`config.mk`:
```
export PLATFORM = sky130hd
export DESIGN_NAME = priority_extract_fifo_queue_core
export DESIGN_NICKNAME = d
export VERILOG_FILES = /design/src/pefq_pkg.sv /design/src/pefq_cell.sv /design/src/priority_extract_fifo_queue_core.sv
export SDC_FILE = /design/constraint.sdc
export NUM_CORES = 2
export LEC_CHECK = 0
export BUFFER_PORTS_ARGS = -buffer_cell sky130_fd_sc_hd__buf_2
export CAP_MARGIN = 30
export CELL_PAD_IN_SITES_DETAIL_PLACEMENT = 0
export CELL_PAD_IN_SITES_GLOBAL_PLACEMENT = 2
export CORE_MARGIN = 2
export CORE_UTILIZATION = 45
export DETAILED_ROUTE_END_ITERATION = 10
export PLACE_DENSITY_LB_ADDON = 0.1
export SYNTH_ARGS = -nofsm -noshare
export SYNTH_HDL_FRONTEND = slang
export SYNTH_SLANG_ARGS = --single-unit
```
`constraint.sdc`:
```
create_clock -name clk -period 19.4 [get_ports clk]
set_clock_uncertainty 0.1 [all_clocks]
set_input_delay 0 -clock clk [delete_from_list [all_inputs] [get_ports clk]]
set_output_delay 0 -clock clk [all_outputs]
set_load 0.02 [all_outputs]
```
`src/pefq_pkg.sv`:
```
package pefq_pkg;

  // Sizing
  localparam int QUEUE_DEPTH   = 16;
  localparam int PAYLOAD_BITS  = 32;
  localparam int PRIORITY_BITS = 8;
  localparam int IDX_W         = $clog2(QUEUE_DEPTH);
  localparam int CNT_W         = $clog2(QUEUE_DEPTH + 1);
  localparam int CMD_W         = 3;
  localparam int STATUS_W      = 2;

  // Command codes
  localparam logic [CMD_W-1:0] CMD_PUSH_ZERO = 3'd0;
  localparam logic [CMD_W-1:0] CMD_PUSH_PRIO = 3'd1;
  localparam logic [CMD_W-1:0] CMD_POP       = 3'd2;
  localparam logic [CMD_W-1:0] CMD_PEEK      = 3'd3;
  localparam logic [CMD_W-1:0] CMD_TAKE_MAX  = 3'd4;

  // Status codes
  localparam logic [STATUS_W-1:0] STAT_DONE  = 2'd0;
  localparam logic [STATUS_W-1:0] STAT_EMPTY = 2'd1;
  localparam logic [STATUS_W-1:0] STAT_FULL  = 2'd2;

  localparam logic [CNT_W-1:0] FULL_COUNT = CNT_W'(QUEUE_DEPTH);
  localparam logic [IDX_W-1:0] LAST_SCAN  = IDX_W'(QUEUE_DEPTH - 1);

  typedef struct packed {
    logic [PAYLOAD_BITS-1:0]  payload;
    logic [PRIORITY_BITS-1:0] prio;
  } entry_t;

  // Running best candidate handed along the chain
  typedef struct packed {
    logic                     valid;
    logic [IDX_W-1:0]         idx;
    logic [PRIORITY_BITS-1:0] prio;
    logic [PAYLOAD_BITS-1:0]  payload;
  } best_t;

  typedef enum logic [1:0] {
    CELL_HOLD,
    CELL_PUSH,
    CELL_SHIFT
  } cell_op_t;

  // Control broadcast to every cell
  typedef struct packed {
    cell_op_t         op;
    logic [CNT_W-1:0] occ;
    logic [IDX_W-1:0] pos;
    entry_t           push_entry;
  } cell_ctl_t;

  typedef enum logic {
    S_IDLE,
    S_SCAN
  } state_t;

endpackage

```
`src/pefq_cell.sv`:
```
module pefq_cell (
  input  logic                       clk,
  input  logic                       rst,
  input  logic [pefq_pkg::IDX_W-1:0] idx,
  input  pefq_pkg::cell_ctl_t        ctl,
  input  pefq_pkg::entry_t           next_entry,
  input  pefq_pkg::best_t            best_in,
  output pefq_pkg::entry_t           entry,
  output pefq_pkg::best_t            best_c,
  output pefq_pkg::best_t            best_q
);
  import pefq_pkg::*;

  logic occupied;

  assign occupied = {1'b0, idx} < ctl.occ;

  // Hold, load a new tail entry, or take the neighbor's entry to close a gap
  always_ff @(posedge clk) begin
    case (ctl.op)
      CELL_PUSH: begin
        if ({1'b0, idx} == ctl.occ) begin
          entry <= ctl.push_entry;
        end
      end
      CELL_SHIFT: begin
        if (idx >= ctl.pos) begin
          entry <= next_entry;
        end
      end
      default: begin
      end
    endcase
  end

  // Replace the candidate only on a strictly higher priority: older wins ties
  always_comb begin
    best_c = best_in;
    if (occupied && (!best_in.valid || entry.prio > best_in.prio)) begin
      best_c.valid   = 1'b1;
      best_c.idx     = idx;
      best_c.prio    = entry.prio;
      best_c.payload = entry.payload;
    end
  end

  // Advance the candidate one cell per cycle
  always_ff @(posedge clk) begin
    if (rst) begin
      best_q.valid <= 1'b0;
    end else begin
      best_q <= best_c;
    end
  end

endmodule

```
`src/priority_extract_fifo_queue_core.sv`:
```
// Ordered queue of up to QUEUE_DEPTH entries (payload word plus priority)
// held in a chain of cells, oldest entry in cell 0.
// Request channel: a request is taken at a rising edge with start high and
// busy low; command, payload and priority_req are sampled at that edge.
// Commands: push at priority zero, push with priority_req, pop oldest,
// peek oldest, take highest priority (oldest wins a tie).
// Result channel: done is high for exactly one cycle with status, data_out
// and entry_count valid; the receiver cannot stall, so it must take the
// result in that cycle.
// Flow: push, pop, peek, unused codes and any request on an empty queue
// give their result in the cycle after acceptance, and a new request can be
// taken every cycle while busy is low. Take on a non-empty queue runs a scan
// in which the best candidate moves one cell per clock down the chain: busy
// stays high until it reaches the last cell, where the result is registered.
// Removal closes the gap by moving every entry past the removed one down a cell.
// Reset (synchronous, rst high) empties the queue and clears done and busy;
// entry contents are not cleared and are never read before being written.
module priority_extract_fifo_queue_core (
  input  logic                                 clk,
  input  logic                                 rst,
  input  logic                                 start,
  output logic                                 busy,
  input  logic [pefq_pkg::CMD_W-1:0]           command,
  input  logic [pefq_pkg::PAYLOAD_BITS-1:0]    payload,
  input  logic [pefq_pkg::PRIORITY_BITS-1:0]   priority_req,
  output logic                                 done,
  output logic [pefq_pkg::STATUS_W-1:0]        status,
  output logic [pefq_pkg::PAYLOAD_BITS-1:0]    data_out,
  output logic [pefq_pkg::CNT_W-1:0]           entry_count
);
  import pefq_pkg::*;

  state_t                   state, state_next;
  logic [IDX_W-1:0]         cnt, cnt_next;
  logic [CNT_W-1:0]         occ, occ_next;
  logic                     done_next;
  logic [STATUS_W-1:0]      status_next;
  logic [PAYLOAD_BITS-1:0]  data_out_next;
  logic                     accept;
  logic                     empty;
  logic                     scan_end;
  cell_ctl_t                ctl;

  entry_t cell_entry [QUEUE_DEPTH];
  entry_t cell_next  [QUEUE_DEPTH];
  best_t  cell_bin   [QUEUE_DEPTH];
  best_t  cell_bc    [QUEUE_DEPTH];
  best_t  cell_bq    [QUEUE_DEPTH];

  assign busy     = (state == S_SCAN);
  assign accept   = start && !busy;
  assign empty    = (occ == '0);
  assign scan_end = (state == S_SCAN) && (cnt == LAST_SCAN);

  // Build the chain
  for (genvar i = 0; i < QUEUE_DEPTH; i++) begin : g_cell
    if (i == 0) begin : g_head
      assign cell_bin[i] = '0;
    end else begin : g_body
      assign cell_bin[i] = cell_bq[i-1];
    end
    if (i == QUEUE_DEPTH - 1) begin : g_tail
      assign cell_next[i] = '0;
    end else begin : g_link
      assign cell_next[i] = cell_entry[i+1];
    end
    pefq_cell u_cell (
      .clk        (clk),
      .rst        (rst),
      .idx        (IDX_W'(i)),
      .ctl        (ctl),
      .next_entry (cell_next[i]),
      .best_in    (cell_bin[i]),
      .entry      (cell_entry[i]),
      .best_c     (cell_bc[i]),
      .best_q     (cell_bq[i])
    );
  end

  // Next state
  always_comb begin
    state_next = state;
    case (state)
      S_IDLE: begin
        if (accept && command == CMD_TAKE_MAX && !empty) begin
          state_next = S_SCAN;
        end
      end
      S_SCAN: begin
        if (scan_end) begin
          state_next = S_IDLE;
        end
      end
      default: state_next = S_IDLE;
    endcase
  end

  // Outputs: cell control and the result of the request
  always_comb begin
    ctl.op         = CELL_HOLD;
    ctl.occ        = occ;
    ctl.pos        = '0;
    ctl.push_entry.payload = payload;
    ctl.push_entry.prio    = (command == CMD_PUSH_PRIO) ? priority_req : '0;
    occ_next       = occ;
    cnt_next       = '0;
    done_next      = 1'b0;
    status_next    = STAT_DONE;
    data_out_next  = '0;
    case (state)
      S_IDLE: begin
        if (accept) begin
          done_next = 1'b1;
          case (command)
            CMD_PUSH_ZERO, CMD_PUSH_PRIO: begin
              if (occ == FULL_COUNT) begin
                status_next = STAT_FULL;
              end else begin
                ctl.op   = CELL_PUSH;
                occ_next = occ + 1'b1;
              end
            end
            CMD_POP: begin
              if (empty) begin
                status_next = STAT_EMPTY;
              end else begin
                ctl.op   = CELL_SHIFT;
                occ_next = occ - 1'b1;
              end
            end
            CMD_PEEK: begin
              if (empty) begin
                status_next = STAT_EMPTY;
              end else begin
                data_out_next = cell_entry[0].payload;
              end
            end
            CMD_TAKE_MAX: begin
              if (empty) begin
                status_next = STAT_EMPTY;
              end else begin
                done_next = 1'b0;
              end
            end
            default: begin
            end
          endcase
        end
      end
      S_SCAN: begin
        cnt_next = cnt + 1'b1;
        if (scan_end) begin
          ctl.op        = CELL_SHIFT;
          ctl.pos       = cell_bc[QUEUE_DEPTH-1].idx;
          data_out_next = cell_bc[QUEUE_DEPTH-1].payload;
          occ_next      = occ - 1'b1;
          done_next     = 1'b1;
        end
      end
      default: begin
      end
    endcase
  end

  // Control registers
  always_ff @(posedge clk) begin
    if (rst) begin
      state <= S_IDLE;
      cnt   <= '0;
      occ   <= '0;
      done  <= 1'b0;
    end else begin
      state <= state_next;
      cnt   <= cnt_next;
      occ   <= occ_next;
      done  <= done_next;
    end
  end

  // Result registers
  always_ff @(posedge clk) begin
    status      <= status_next;
    data_out    <= data_out_next;
    entry_count <= occ_next;
  end

  a_no_result_in_scan: assert property (@(posedge clk) disable iff (rst)
    (state == S_SCAN) |-> !done)
    else $error("result strobe during scan");

  a_occ_bound: assert property (@(posedge clk) disable iff (rst)
    occ <= FULL_COUNT)
    else $error("occupancy above depth");

  a_scan_nonempty: assert property (@(posedge clk) disable iff (rst)
    (state == S_SCAN) |-> (occ != '0))
    else $error("scan on empty queue");

  a_full_count: assert property (@(posedge clk) disable iff (rst)
    (done && status == STAT_FULL) |-> (entry_count == FULL_COUNT))
    else $error("full status with queue not full");

  a_pop_empty: assert property (@(posedge clk) disable iff (rst)
    (accept && command == CMD_POP && empty) |=> (done && status == STAT_EMPTY))
    else $error("pop on empty queue not reported");

endmodule
```
==> key figures <==
STA
  • Hold Violations, Final: 0
  • Tightest Pin Transition: about 1.1 ns
  • FMAX: 190 MHz
  • Fin crit period: between 5 and 6 ns
  • Unrepaired setup endpoints after global routing: false
  • WHS: approximately 0.011 ns
  • Final Cycle Share: 27.1%
  • Slew Viols, Final: 0
  • Setup TNS: 0 ns
  • Setup ws final: 14.13 ns
  • Relative slew margins: a little over a quarter
  • Final Setup Violations: 0

Worst setup path
  • Worst setup startpoint: occ[0]$_SDFF_PP0_
  • Slowest-stage cell, CP: nor2_1
  • Critical path's largest stage delay: just over 0.8 ns
  • Worst EP arrival: between 5 and 6 ns
  • Crit path launch type: register
  • RR Startpoint: occ[0]$_SDFF_PP0_
  • Worst reg-to-reg setup slack: ~14 ns
  • Cells along the critical path: inv_1 -> ha_1 -> a21oi_2 -> a21oi_1 -> inv_1 -> ha_4 -> inv_2 -> nor2_1 -> and3_1 -> nor2_1 -> o21ai_0 -> nor2_4 -> buf_4
  • Worst Path Required: 19.73 ns
  • Worst setup path endpoint: g_cell[11].u_cell.entry[24]$_DFFE_PP_
  • Reg2reg path depth: 13
  • Critical path endpoint category: register
  • Crit-path max FO: 65
  • Crit Path Category: register to register
  • FF-to-FF End: g_cell[11].u_cell.entry[24]$_DFFE_PP_

Placed design
  • Pre-CTS setup slack: ~14 ns
  • Placed cells: around 5800
  • RePlAce Congestion: between 0.8 and 0.9
  • DP Area: ~60000 sq um
  • Hpwl dp: approximately 80 mm
  • IO Port Bufs: 86

Synth
  • Main flop type after synthesis: edfxtp_1
  • Register bit count reported by yosys: around 1400
  • Post-synthesis compound-gate area fraction: under 10%
  • Yosys warnings: 0
  • Avg Synthesized Cell Area: between 10 and 15 sq um
  • Multiplexer share of the synthesized area: around 12%
  • Post-synth EDFFs: 1285
  • Simple-gate area share of the yosys netlist: between 10% and 20%
  • Synth async-reset ratio: 0%
  • Synthesized-area fraction occupied by adder cells: 2.75%
  • Mapped Area: just under 60000 sq um
  • Post-synthesis sequential area ratio: about 69%
  • Synth cell types: a little under 60
  • Syn Nets: about 4400
  • Cells after Synth: 4214
  • Largest family of logic cells by synthesized area: multiplexers
  • Post-synthesis xor/xnor area fraction: 0.120%

Final layout
  • Final nets: ~4500
  • Final Core Density: between 50% and 60%
  • Non-filler cells, final: approximately 6100
  • Post-layout instance area: about 66000 sq um
  • # diodes: 0
  • Layout cell share with drive strength beyond 1: about a fifth
  • Area Growth Syn to Fin: 12.7%

Clock network
  • H-tree Lvls: 4
  • CTS Buf Count: 150
  • Clock Latency Late Sink: approximately 0.76 ns
  • Root Buffer: clkbuf_16
  • Clock tree sinks: ~1400
  • Longest Clk Path Bufs: 3
  • CTS tree: built
  • Clk slew on worst S/H paths: roughly 0.060 ns
  • Post-CTS setup buffer count: 0

Run
  • Maxcap violations: 0

Route
  • Detail-routed net length per standard cell: 24.2 um
  • Via count: ~33000
  • Routed Antenna Nets: 0
  • DRC: 0
  • Initial DRC count: about 3200
  • DRT Pass-1 Iters: 7
  • DR vias/cell: 5.39
  • DRT Wirelength: between 100 and 150 mm

Global routing
  • Wire length of the first global-routing pass: 221 mm
  • Largest net degree at the start of global routing: approximately 200
  • Vias in the first global route: roughly 33000
  • Global Route Usage Sum: 22.6%
  • Initial antenna violation count: 5
  • Total grt overflow: 0

Power and ir drop
  • Final Total Pwr: about 6.5 mW
  • Power density relative to cell area: between 90 and 100 nW/um^2
  • Peak supply drop: just under 0.00009 V
  • Leak Pwr: 25.5 nW

Floorplanning
  • Core ar.: between 100000 and 150000 sq um
  • Die width: approximately 360 um
  • Die Height: approximately 360 um
  • # rows: ~130
  • Die area: ~130000 sq um
  • Boundary Pins: 87
  • Initial Utilization: between 40 and 50%

Run status
  • Status: finished, final reports clean

Min path
  • Hold Path Class: input port to register
==> cell usage in the layout (no fill, tap or decap), drive strengths merged, types with 3 or more instances in the layout <==
master / instances
a211oi: 3
a21o: 8
a21oi: 84
a31oi: 5
and2: 62
and3: 5
buf: 154
bufinv: 8
clkbuf: 202
clkinv: 52
clkinvlp: 4
dfxtp: 65
dlygate4sd3: 45
edfxtp: 1285
ha: 128
inv: 183
mux2: 554
mux2i: 33
nand2: 1279
nand2b: 26
nand3: 17
nand3b: 4
nand4: 31
nand4bb: 4
nor2: 51
nor2b: 30
nor3: 20
nor4: 3
o211ai: 12
o21ai: 77
o21bai: 3
o22ai: 3
o41ai: 9
or2: 3
or3: 4
xnor2: 3
xor2: 5
==> cell families after synthesis <==
family	after synthesis
compound gates	217
fa+ha+maj	128
flops	1350
xor+xnor	8
mux	587
buf+inv	381
simple gates	1543
==> state kept, by name (all words and copies together) (netlist names) <==
signal,flops
cnt,4
done,1
g_cell.u_cell.entry,640
status,2
entry_count,5
occ,5
busy,1
data_out,32
g_cell.u_cell.best_q,660
==> power breakdown <==
| part | internal [mW] | leakage (nW) | total, mW | switching, mW |
|---|---|---|---|---|
| clock network | 1.58 | 2.25 | 2.74 | 1.16 |
| logic | 0.131 | 10.5 | 0.341 | 0.210 |
| registers | 3.36 | 12.8 | 3.41 | 0.0532 |
| total | 5.06 | 25.5 | 6.49 | 1.42 |
==> per-layer routing <==
layer / vias to the layer above / share of wire (%) / global-route usage (%)
met5: - / 0 / 0
met4: 0 / 1.8 / 5.29
met3: 191 / 5.0 / 3.01
met2: 841 / 46 / 35.3
met1: 16900 / 48 / 33.7
li1: 15200 / - / -
==> repair_timing <==
action | in CTS | in global routing
resized for setup | 0 | 0
hold endpoints to repair | 548 | 0
hold buffers | 45 | 0
==> critical path: cells and delay by family, from the launching register on <==
kind / cells / cell delay (ns)
flops: 1 / 0.60
fa+ha+maj: 2 / 1.10
simple gates: 4 / 1.47
buf+inv: 4 / 0.83
compound gates: 3 / 0.75
==> cells in the mapped netlist, drive strengths merged, types with 2 or more instances <==
master	n	area [sq um]
o211ai	12	130
inv	182	683
a21o	8	60.1
o21ai	77	389
a31oi	5	31.3
dfxtp	65	1300
nand4	31	194
nor4	3	18.8
nor2	51	194
and3	5	31.3
buf	79	621
clkbuf	120	450
nand2	1279	4800
a22oi	2	15.0
xor2	5	43.8
mux2	554	6690
nand3	17	85.1
nand2b	26	163
or2	3	18.8
a221o	2	20.0
a211oi	3	22.5
nor2b	30	218
o21a	2	15.0
or3	4	25.0
o21bai	3	22.5
o22ai	3	18.8
mux2i	33	330
nand3b	4	30.0
a221oi	2	30.0
nor3	20	111
xnor2	3	26.3
nand4bb	4	45.0
edfxtp	1285	38600
and2	62	388
a21oi	84	443
ha	128	1600
o41ai	9	236
==> worst min path at each step <==
stage                                                 end  startpoint  depth (start not counted)  slack [ns]
finish              g_cell[14].u_cell.entry[16]$_DFFE_PP_  payload[8]                          3        0.01
global route        g_cell[10].u_cell.entry[16]$_DFFE_PP_  payload[8]                          3        0.06
CTS                 g_cell[12].u_cell.entry[17]$_DFFE_PP_  payload[9]                          3       0.002
detailed placement                   status[0]$_SDFF_PP0_  command[1]                          3        0.25
global placement                     status[0]$_SDFF_PP0_  command[1]                          3        0.24
floorplan                            status[0]$_SDFF_PP0_  command[1]                          2        0.04
==> area by class of cell <==
type	count	area, sq um
timing repair buffer	199	1550
fill	11000	62300
clock inverter	65	531
multi-input combinational	2483	16700
tap	1662	2080
clock buffer	202	4080
sequential	1350	39900
inverter	182	691
Power figures use the tool's default switching activity.
